--- config.mk ---
export PLATFORM = sky130hd
export DESIGN_NAME = hru_front
export DESIGN_NICKNAME = d
export VERILOG_FILES = /design/src/rtl/hru_pkg.sv /design/src/rtl/hru_front.sv
export SDC_FILE = /design/constraint.sdc
export NUM_CORES = 2
export LEC_CHECK = 0
export BUFFER_PORTS_ARGS = -buffer_cell sky130_fd_sc_hd__buf_4
export CORE_UTILIZATION = 57
export CTS_BUF_LIST = sky130_fd_sc_hd__clkbuf_8
export CTS_CLUSTER_SIZE = 24
export DETAILED_ROUTE_END_ITERATION = 6
export GPL_ROUTABILITY_DRIVEN = 0
export PLACE_DENSITY_LB_ADDON = 0.2
export SYNTH_ARGS = -nofsm -noshare
export SYNTH_HDL_FRONTEND = slang
export SYNTH_SLANG_ARGS = --single-unit
export TNS_END_PERCENT = 1
--- constraint.sdc ---
create_clock -name clk -period 15 [get_ports clk]
set_clock_uncertainty 0.15 [all_clocks]
set_input_delay 3.75 -clock clk [delete_from_list [all_inputs] [get_ports clk]]
set_output_delay 3.75 -clock clk [all_outputs]
set_load 0.01 [all_outputs]
--- src/rtl/hru_pkg.sv ---
`default_nettype none
// ----------------------------------------------------------------------------
// hru_pkg
// Shared types and constants for the hashed random unit vector block.
// ----------------------------------------------------------------------------
package hru_pkg;

  localparam int FRAC_BITS_DEF = 30;
  localparam int WORD_W        = 32;
  localparam int NUM_LANES     = 3;
  localparam int Q_DEPTH       = 4;

  // noise hash and seed fold constants
  localparam logic [31:0] NOISE_M1   = 32'hB529_7A4D;
  localparam logic [31:0] NOISE_A2   = 32'h68E3_1DA4;
  localparam logic [31:0] NOISE_M3   = 32'h1B56_C4E9;
  localparam logic [31:0] HASH_BIAS  = 32'd1;
  localparam logic [31:0] SEED_MUL_Y = 32'd198491317;
  localparam logic [31:0] SEED_MUL_Z = 32'd6542989;

  localparam int HASH_SH = 8;
  localparam int XS_A    = 13;
  localparam int XS_B    = 17;
  localparam int XS_C    = 5;

  typedef struct packed {
    logic signed [WORD_W-1:0] seed_x;
    logic signed [WORD_W-1:0] seed_y;
    logic signed [WORD_W-1:0] seed_z;
  } in_word_t;

  typedef struct packed {
    logic signed [WORD_W-1:0] dir_x;
    logic signed [WORD_W-1:0] dir_y;
    logic signed [WORD_W-1:0] dir_z;
    logic                     degenerate;
  } out_word_t;

  // three successive xorshift draws for one item
  typedef struct packed {
    logic [WORD_W-1:0] r1;
    logic [WORD_W-1:0] r2;
    logic [WORD_W-1:0] r3;
  } rnd_word_t;

  typedef struct packed {
    logic full;
    logic empty;
  } q_stat_t;

endpackage
`default_nettype wire

--- src/rtl/hru_front.sv ---
`default_nettype none
// ----------------------------------------------------------------------------
// hru_front
// Seed fold, noise hash and three xorshift draws, pipelined, one word per
// cycle. Pushes the draws into the queue; stalls as a whole when it is full.
// ----------------------------------------------------------------------------
module hru_front import hru_pkg::*; (
  input  logic      clk,
  input  logic      rst_n,
  input  logic      in_valid,
  output logic      in_stall,
  input  in_word_t  in_word,
  input  q_stat_t   q_stat,
  output logic      push,
  output rnd_word_t push_word
);

  function automatic logic [WORD_W-1:0] xs_step(input logic [WORD_W-1:0] v);
    logic [WORD_W-1:0] a;
    logic [WORD_W-1:0] b;
    a = v ^ (v << XS_A);
    b = a ^ (a >> XS_B);
    xs_step = b ^ (b << XS_C);
  endfunction

  logic              adv;
  logic [6:0]        vld_r;
  logic [WORD_W-1:0] sx_r, py_r, pz_r;
  logic [WORD_W-1:0] c_r, h_r, w_r, m_r, r1_r;
  rnd_word_t         word_r;

  logic [WORD_W-1:0] py_nxt, pz_nxt, c_nxt, h_nxt, m_nxt;
  logic [WORD_W-1:0] w1, w2, w3, w_nxt, m1, r1_nxt;
  rnd_word_t         word_nxt;

  assign adv      = !q_stat.full;
  assign in_stall = q_stat.full;
  assign push     = adv && vld_r[6];
  assign push_word = word_r;

  always_comb begin
    py_nxt = WORD_W'(in_word.seed_y) * SEED_MUL_Y;
    pz_nxt = WORD_W'(in_word.seed_z) * SEED_MUL_Z;
    c_nxt  = sx_r + py_r + pz_r;
    h_nxt  = c_r * NOISE_M1;
    w1     = h_r + HASH_BIAS;
    w2     = w1 ^ (w1 >> HASH_SH);
    w3     = w2 + NOISE_A2;
    w_nxt  = w3 ^ (w3 << HASH_SH);
    m_nxt  = w_r * NOISE_M3;
    m1     = m_r ^ (m_r >> HASH_SH);
    r1_nxt = xs_step(m1);
    word_nxt.r1 = r1_r;
    word_nxt.r2 = xs_step(r1_r);
    word_nxt.r3 = xs_step(word_nxt.r2);
  end

  always_ff @(posedge clk) begin
    if (!rst_n) begin
      vld_r <= '0;
    end else if (adv) begin
      vld_r <= {vld_r[5:0], in_valid};
    end
  end

  always_ff @(posedge clk) begin
    if (adv) begin
      sx_r   <= WORD_W'(in_word.seed_x);
      py_r   <= py_nxt;
      pz_r   <= pz_nxt;
      c_r    <= c_nxt;
      h_r    <= h_nxt;
      w_r    <= w_nxt;
      m_r    <= m_nxt;
      r1_r   <= r1_nxt;
      word_r <= word_nxt;
    end
  end

endmodule
`default_nettype wire

==> metrics.cfg <==
[final_layout]
fin_area_um2=54940
n_antenna_cell=0
nets=6442
drive_gt1_frac=0.06955
area_delta_synth_final_pct=8.471

[cts]
path_clk_slew_ns=0.07
cts_root_buffer=clkbuf_8
post_cts_resized=0
cts-htree-levels=2
cts.sinks=359
cts_tree=built
clk_latency_ns=0.72
holdBufCountCts=0
clk_path_buf_depth=3
numCtsBuffers=60
cts_setup_buffers=0

[sta]
holdWs_ns=0.3203
clock.fmax_mhz=105.0
worstMarginPinSlew_ns=0.9776
fin_ws_ns=5.476
finalCriticalPeriod_ns=9.524
final-hold-violation-count=0
slew_headroom=0.3483
setup_tns_ns=0
slew_viol_final=0
setup_viol=0
fin_crit_sh=0.6349
rsz0062_at_grt=false

[detailed_routing]
drtIter0Drc=1336
routedWlPerCell_um=18.59
num_vias=31270
routed_via_density=5.236
dr.pass1.iters=5
drc_errors=0
drt_wl_total_um=111000
postRouteAntennaNets=0

[placement]
placed_area_um2=53530
numPortBuffers=197
pre_cts_slack_ns=4.736
place_hpwl_um=95350

[floorplan]
io_pins=199
rows=108
die_area_um2=90050
core_um2=87430
start_util=0.5793
die_x_um=300.1
die_height_um=300.1

[global_routing]
first_global_vias=34200
grt-ovfl-total=0
grt_pass1_wl_um=181100
grt_max_degree=122
grt.total_usage=0.2620
antenna_found_initial=0

[critical_path]
rr_startpoint=c_r[13]$_DFFE_PN_
critical_path.max_stage_delay_ns=0.55
worstSetupPathType=in -> reg
cp_top_family=adder cells
worst-path-max-fanout=10
crit_top_cell=inv_1
arrival_ns=9.82
reg2reg_to=h_r[31]$_DFFE_PN_
cp-end-kind=flip-flop
cp.buffers_inverters=9
slowest_stage=fa_1
worst-r2r-setup-slack_ns=7.19
start_kind=input pin
reg2regPathDepth=22
cp.required_ns=15.29

[yosys]
synth_edf_count=352
syn-instance-count=4523
ys_warn_count=0
ys_types=81
synth_ff_type=edfxtp_1
postSynthAreaPerCell_um2=11.20
yosysMostFrequentCell=inv_1
synth_top_area_share=0.3052
yosys-top-cells-count=1277 x inv_1, 800 x ha_1, 772 x fa_1, 458 x xnor2_1, 352 x edfxtp_1
synthTopCellsByArea=fa_1 31%, edfxtp_1 21%, ha_1 20%
yosys_register_bits=359
synth_fp_nets=6196
synth-async-reset-ratio=0
syn_area_um2=50650
ys_seq_area_frac=0.2115
yosys.area.top_type=fa_1

[worst_hold_path]
hold_start=r1_r[24]$_DFFE_PN_
hp-class=reg -> reg
min_path_cells=0
hold_end=push_word[88]$_DFFE_PN_

[outcome]
status=complete, no violations

[flow_run]
cap_violations=0

[layer usage]
layer  part of all wire  global-route usage  up-vias
met1               0.42              0.3311    15670
met3              0.036             0.02262      203
met2               0.50              0.4655      700
met4              0.043              0.1028        0
li1                   -                   -    14690
met5                  0                   0        -
[registers in the layout (all words and copies together) (netlist names)]
name,cells
h_r,32
c_r,32
push_word,96
m_r,32
sx_r,32
w_r,32
py_r,32
r1_r,32
vld_r,7
pz_r,32
[cells by family after synthesis]
kind of cell / count (synthesis) / share of synthesized area
adder cells (fa/ha/maj): 1572 / 0.5028
flip-flops: 359 / 0.2115
AND/OR/NAND/NOR: 325 / 0.03409
buffers and inverters: 1299 / 0.09694
XOR/XNOR: 607 / 0.1071
multiplexers: 9 / 0.001779
AO/OA/AOI/OAI: 352 / 0.04585
[how the worst max path moves through the flow]
stage	from	endpoint	slack (ns)	cells past startpoint
2_1_floorplan	q_stat[1]	c_r[0]$_DFFE_PN_	3.34	2
3_3_place_gp	in_word[41]	py_r[31]$_DFFE_PN_	4.84	25
3_5_place_dp	in_word[41]	py_r[31]$_DFFE_PN_	4.74	25
4_1_cts	in_word[41]	py_r[31]$_DFFE_PN_	5.53	25
5_1_grt	in_word[41]	py_r[31]$_DFFE_PN_	5.14	25
6_report	in_word[41]	py_r[31]$_DFFE_PN_	5.48	25
[through the flow]
step / instances / util
floorplan: 4523 / -
global placement: 5862 / 0.6123
detailed placement: 5862 / 0.6123
CTS: 5972 / 0.6284
global route: 5972 / 0.6284
finish: 5972 / 0.6284
[cell usage in the layout (no fill, tap or decap), types with 8 or more instances in the layout]
cell       count
inv_1       1286
xnor2_1      458
and2_1        10
a31oi_1       10
a31o_2         8
clkinv_2      12
xor2_1       140
nor2b_1       22
bufinv_16     12
a21oi_1      104
o21bai_1      25
a21o_1        47
nand4_1        8
clkbuf_8      60
nor2_1        78
and3_1        18
o21a_1        19
a211oi_1      11
mux2i_1        9
fa_1         772
edfxtp_1     352
o21ai_0       54
nor3_1        29
nand2b_1      15
and4_1         8
a21boi_0       9
buf_4        206
ha_1         800
nand2_1       63
o211ai_1       9
nand3_1       37
[cell type report]
| cell class | count | area (um2) |
|---|---|---|
| fill | 7145 | 32490 |
| inverter | 1277 | 4801 |
| clock buffer | 60 | 825.8 |
| multi-input combinational | 2865 | 35030 |
| tap | 1155 | 1445 |
| sequential | 359 | 10710 |
| timing repair buffer | 206 | 1546 |
| clock inverter | 50 | 581.8 |
Power is not shown: default switching activity piles up to over one toggle a cycle in this logic, so the estimate is an artifact.
