File: src/rtl/hru_pkg.sv
`default_nettype none
// ----------------------------------------------------------------------------
// hru_pkg
// Shared types and constants for the hashed random unit vector block.
// ----------------------------------------------------------------------------
package hru_pkg;

  localparam int FRAC_BITS_DEF = 30;
  localparam int WORD_W        = 32;
  localparam int NUM_LANES     = 3;
  localparam int Q_DEPTH       = 4;

  // noise hash and seed fold constants
  localparam logic [31:0] NOISE_M1   = 32'hB529_7A4D;
  localparam logic [31:0] NOISE_A2   = 32'h68E3_1DA4;
  localparam logic [31:0] NOISE_M3   = 32'h1B56_C4E9;
  localparam logic [31:0] HASH_BIAS  = 32'd1;
  localparam logic [31:0] SEED_MUL_Y = 32'd198491317;
  localparam logic [31:0] SEED_MUL_Z = 32'd6542989;

  localparam int HASH_SH = 8;
  localparam int XS_A    = 13;
  localparam int XS_B    = 17;
  localparam int XS_C    = 5;

  typedef struct packed {
    logic signed [WORD_W-1:0] seed_x;
    logic signed [WORD_W-1:0] seed_y;
    logic signed [WORD_W-1:0] seed_z;
  } in_word_t;

  typedef struct packed {
    logic signed [WORD_W-1:0] dir_x;
    logic signed [WORD_W-1:0] dir_y;
    logic signed [WORD_W-1:0] dir_z;
    logic                     degenerate;
  } out_word_t;

  // three successive xorshift draws for one item
  typedef struct packed {
    logic [WORD_W-1:0] r1;
    logic [WORD_W-1:0] r2;
    logic [WORD_W-1:0] r3;
  } rnd_word_t;

  typedef struct packed {
    logic full;
    logic empty;
  } q_stat_t;

endpackage
`default_nettype wire

File: src/rtl/hru_fifo.sv
`default_nettype none
// ----------------------------------------------------------------------------
// hru_fifo
// Short queue of random draws between the hash front and the vector back.
// ----------------------------------------------------------------------------
module hru_fifo import hru_pkg::*; (
  input  logic      clk,
  input  logic      rst_n,
  input  logic      push,
  input  rnd_word_t push_word,
  input  logic      pop,
  output rnd_word_t pop_word,
  output q_stat_t   q_stat
);

  localparam int PW = $clog2(Q_DEPTH);
  localparam int CW = $clog2(Q_DEPTH + 1);

  rnd_word_t      mem_r [Q_DEPTH];
  logic [PW-1:0]  wr_ptr_r, rd_ptr_r;
  logic [CW-1:0]  count_r, count_nxt;

  assign pop_word     = mem_r[rd_ptr_r];
  assign q_stat.full  = (count_r == CW'(Q_DEPTH));
  assign q_stat.empty = (count_r == '0);

  always_comb begin
    count_nxt = count_r;
    if (push && !pop) begin
      count_nxt = count_r + CW'(1);
    end else if (pop && !push) begin
      count_nxt = count_r - CW'(1);
    end
  end

  always_ff @(posedge clk) begin
    if (!rst_n) begin
      wr_ptr_r <= '0;
      rd_ptr_r <= '0;
      count_r  <= '0;
    end else begin
      if (push) wr_ptr_r <= wr_ptr_r + PW'(1);
      if (pop)  rd_ptr_r <= rd_ptr_r + PW'(1);
      count_r <= count_nxt;
    end
  end

  always_ff @(posedge clk) begin
    if (push) begin
      mem_r[wr_ptr_r] <= push_word;
    end
  end

  a_no_overflow: assert property (@(posedge clk) disable iff (!rst_n)
    push |-> !q_stat.full) else $error("queue push while full");

  a_no_underflow: assert property (@(posedge clk) disable iff (!rst_n)
    pop |-> !q_stat.empty) else $error("queue pop while empty");

  a_count_up: assert property (@(posedge clk) disable iff (!rst_n)
    (push && !pop) |=> count_r == $past(count_r) + CW'(1))
    else $error("queue count lost a word");

endmodule
`default_nettype wire

File: config.mk
export PLATFORM = sky130hd
export DESIGN_NAME = hru_fifo
export DESIGN_NICKNAME = d
export VERILOG_FILES = /design/src/rtl/hru_pkg.sv /design/src/rtl/hru_fifo.sv
export SDC_FILE = /design/constraint.sdc
export NUM_CORES = 1
export LEC_CHECK = 0
export BUFFER_PORTS_ARGS = -buffer_cell sky130_fd_sc_hd__buf_2
export CAP_MARGIN = 25
export CORE_ASPECT_RATIO = 1.1
export CORE_MARGIN = 1
export CORE_UTILIZATION = 41
export DETAILED_ROUTE_END_ITERATION = 6
export PLACE_DENSITY_LB_ADDON = 0.25
export SLEW_MARGIN = 20
export SYNTH_ARGS = -nofsm -noshare
export SYNTH_HDL_FRONTEND = slang
export SYNTH_SLANG_ARGS = --single-unit
File: constraint.sdc
create_clock -name clk -period 7.1 [get_ports clk]
set_input_delay 0.71 -clock clk [delete_from_list [all_inputs] [get_ports clk]]
set_output_delay 0.71 -clock clk [all_outputs]
set_load 0.02 [all_outputs]
==> flow_metrics.env <==
export IMPL_status="finished, final reports clean"
export IMPL_synth_area_per_cell_um2=26.25
export IMPL_synth_xor_area_share=0.003062
export IMPL_cts_tree="built"
export IMPL_clk_pin_slew_ns=0.06
export IMPL_rows=71
export IMPL_muxShareOfSynthArea=0.1526
export IMPL_dieHeight_um=197.9
export IMPL_hold_viol=0
export IMPL_combinationalPowerShare=0.103
export IMPL_critPathArrivalTime_ns=2.74
export IMPL_cp_required_ns=6.39
export IMPL_viasPerCell=5.114
export IMPL_yosys_warnings=0
export IMPL_drt_initial_drc_count=388
export IMPL_clock_latency_ns=0.52
export IMPL_maxSlewViolCount=0
export IMPL_power_frac_seq=0.524
export IMPL_finalCritPeriodShare=0.4865
export IMPL_clock_path_buffers=3
export IMPL_reg2reg_to="mem_r[0][20]$_DFFE_PP_"
export IMPL_grt_pass1_vias=7094
export IMPL_whs_path_depth=1
export IMPL_end_kind="primary output"
export IMPL_rsz0062_at_grt="no"
export IMPL_vdd_drop_max_mv=0.1588
export IMPL_grt_max_degree=60
export IMPL_start_kind="register"
export IMPL_cp_slowest_stage_delay_ns=0.81
export IMPL_clock_sinks=393
export IMPL_drt_pass1_iterations=5
export IMPL_synth_edff_count=384
export IMPL_p_sw_mw=1.182
export IMPL_die_x_um=180.1
export IMPL_layout_commonest_cell="edfxtp_1"
export IMPL_placed_cell_area_mm2=0.01574
export IMPL_tightest_slew_ns=0.9117
export IMPL_place_hpwl_um=15670
export IMPL_min_delay_start="push_word[59]"
export IMPL_synth_fa_ha_area_frac=0.005773
export IMPL_hp_class="primary input to register"
export IMPL_design_area_mm2=0.01696
export IMPL_p_int_mw=3.976
export IMPL_numCtsBuffers=40
export IMPL_fin_crit_ns=3.454
export IMPL_ioPinCount=198
export IMPL_drv_cap=0
export IMPL_mostFrequentLayoutCells="384 x edfxtp_1, 197 x buf_2, 96 x mux4_2"
export IMPL_drive_gt1_frac=0.4543
export IMPL_drc=0
export IMPL_antenna_found_initial=4
export IMPL_p_per_area_mw_per_mm2=304.1
export IMPL_holdPathEnd="mem_r[2][59]$_DFFE_PP_"
export IMPL_track_usage=0.1518
export IMPL_ys_flop_type="edfxtp_1"
export IMPL_post_cts_buffers=0
export IMPL_pwr_share_clk=0.373
export IMPL_fin_nets=875
export IMPL_start_util=0.4171
export IMPL_critical_path_cell_chain="buf_4 -> mux4_2 -> buf_2"
export IMPL_slowest_stage="buf_4"
export IMPL_htree_levels=2
export IMPL_fillers=2764
export IMPL_path_delay_family="buffers and inverters"
export IMPL_yosys_area_share_simple=0.006386
export IMPL_crit_buf_inv=2
export IMPL_syn2layout_area_growth_pct=18.59
export IMPL_ys_ff_latch=393
export IMPL_sw_frac_of_total=0.2292
export IMPL_fin_skew_ns=0.01287
export IMPL_syn_cell_area_mm2=0.01430
export IMPL_worst_setup_path_type="register to primary output"
export IMPL_die_area_mm2=0.03564
export IMPL_cp_max_fo=59
export IMPL_synthArstFlopShare=0
export IMPL_max_slew_margin_rel=0.3922
export IMPL_reg2reg_slack_ns=4.72
export IMPL_fmax_mhz=289.5
export IMPL_synth_top_family_by_area="multiplexers"
export IMPL_reg2reg_depth=4
export IMPL_synth_fp_nets=651
export IMPL_vias=6336
export IMPL_seq_area_frac_synth=0.8188
export IMPL_total_power_mw=5.158
export IMPL_cts_resized=0
export IMPL_hold_buffers=0
export IMPL_dp_worst_setup_slack_ns=4.128
export IMPL_grt_overflow=0
export IMPL_antenna_left=0
export IMPL_place_gp_congestion=0.7176
export IMPL_setup_tns_ns=0
export IMPL_post_route_worst_setup_slack_ns=3.646
export IMPL_grt_pass1_wl_um=40660
export IMPL_r2r_start="wr_ptr_r[0]$_SDFFE_PN0P_"
export IMPL_post_drt_wl_per_cell_um=21.33
export IMPL_core_area_mm2=0.03429
export IMPL_cts_root_buf="clkbuf_16"
export IMPL_port_buffers=197
export IMPL_setup_viol=0
export IMPL_netlist_instances=545
export IMPL_power_leakage_nw=5.659
export IMPL_synth_cell_type_count=22
export IMPL_routed_wirelength_um=26420
export IMPL_synth_compound_area_frac=0.0008747
==> cells in the mapped netlist (2+ instances only) <==
library cell,number,area [um^2]
ha_1,5,62.56
buf_2,11,55.05
nor2b_1,2,12.51
mux4_2,96,2162
and2_1,9,56.30
dfxtp_1,9,180.2
inv_1,4,15.01
clkbuf_1,5,18.77
edfxtp_1,384,11530
mux2i_1,2,20.02
buf_8,4,60.06
xor2_1,3,26.28
xnor2_1,2,17.52
==> cell families (layout without fill, tap and decap cells) <==
family          after synthesis  after routing
fa+ha+maj                     6              6
buf+inv                      26            280
compound gates                2              2
other cells                   0              2
simple gates                 15             15
mux                          98             98
xor+xnor                      5              5
flops                       393            393
==> worst max-delay path by stage <==
stage | endpoint | from | slack (ns) | cells after the start
after CTS | pop_word[39] | register | 3.56 | 3
after detailed placement | pop_word[39] | register | 4.13 | 3
final | pop_word[83] | register | 3.65 | 3
after floorplan | mem_r[0][0]$_DFFE_PP_ | push | 3.71 | 1
after global placement | pop_word[38] | register | 4.13 | 3
after global routing | pop_word[83] | register | 3.48 | 3
==> state kept, by name (all words and copies together) (netlist names), named ones only <==
name,cells
count_r,3
mem_r,384
rd_ptr_r,2
wr_ptr_r,2
==> power groups by stage <==
stage          Sequential (mW)  Combinational, mW  Clock (mW)
3_3_place_gp              2.75              0.534           0
3_5_place_dp              2.76              0.542           0
5_1_grt                   2.71              0.571        2.06
4_1_cts                   2.71              0.544        1.98
6_report                  2.71              0.529        1.92
2_1_floorplan             2.74              0.365           0
==> through the flow <==
| stage | util | std cells | hold WS [ns] |
|---|---|---|---|
| 2_1_floorplan | - | 545 | 0.4724 |
| 3_3_place_gp | 0.4591 | 1165 | 0.4877 |
| 3_5_place_dp | 0.4591 | 1165 | 0.5283 |
| 4_1_cts | 0.4945 | 1237 | 0.3527 |
| 5_1_grt | 0.4945 | 1237 | 0.3722 |
| 6_report | 0.4947 | 1239 | 0.3915 |
==> cell type report <==
class	count	area [um^2]	area share
Antenna cell	2	5.005	0.0002951
Clock buffer	44	1037	0.06115
Clock inverter	28	177.7	0.01047
Inverter	4	15.01	0.0008852
Multi-Input combinational cell	126	2422	0.1428
Sequential cell	393	11720	0.6909
Tap cell	438	548.0	0.03231
Timing Repair Buffer	204	1039	0.06122
==> layer usage <==
layer | GRT usage | part of all wire
met1 | 0.1859 | 0.40
met2 | 0.2640 | 0.51
met3 | 0.04028 | 0.069
met4 | 0.04780 | 0.021
met5 | 0 | 0.00030
Power figures use the tool's default switching activity.
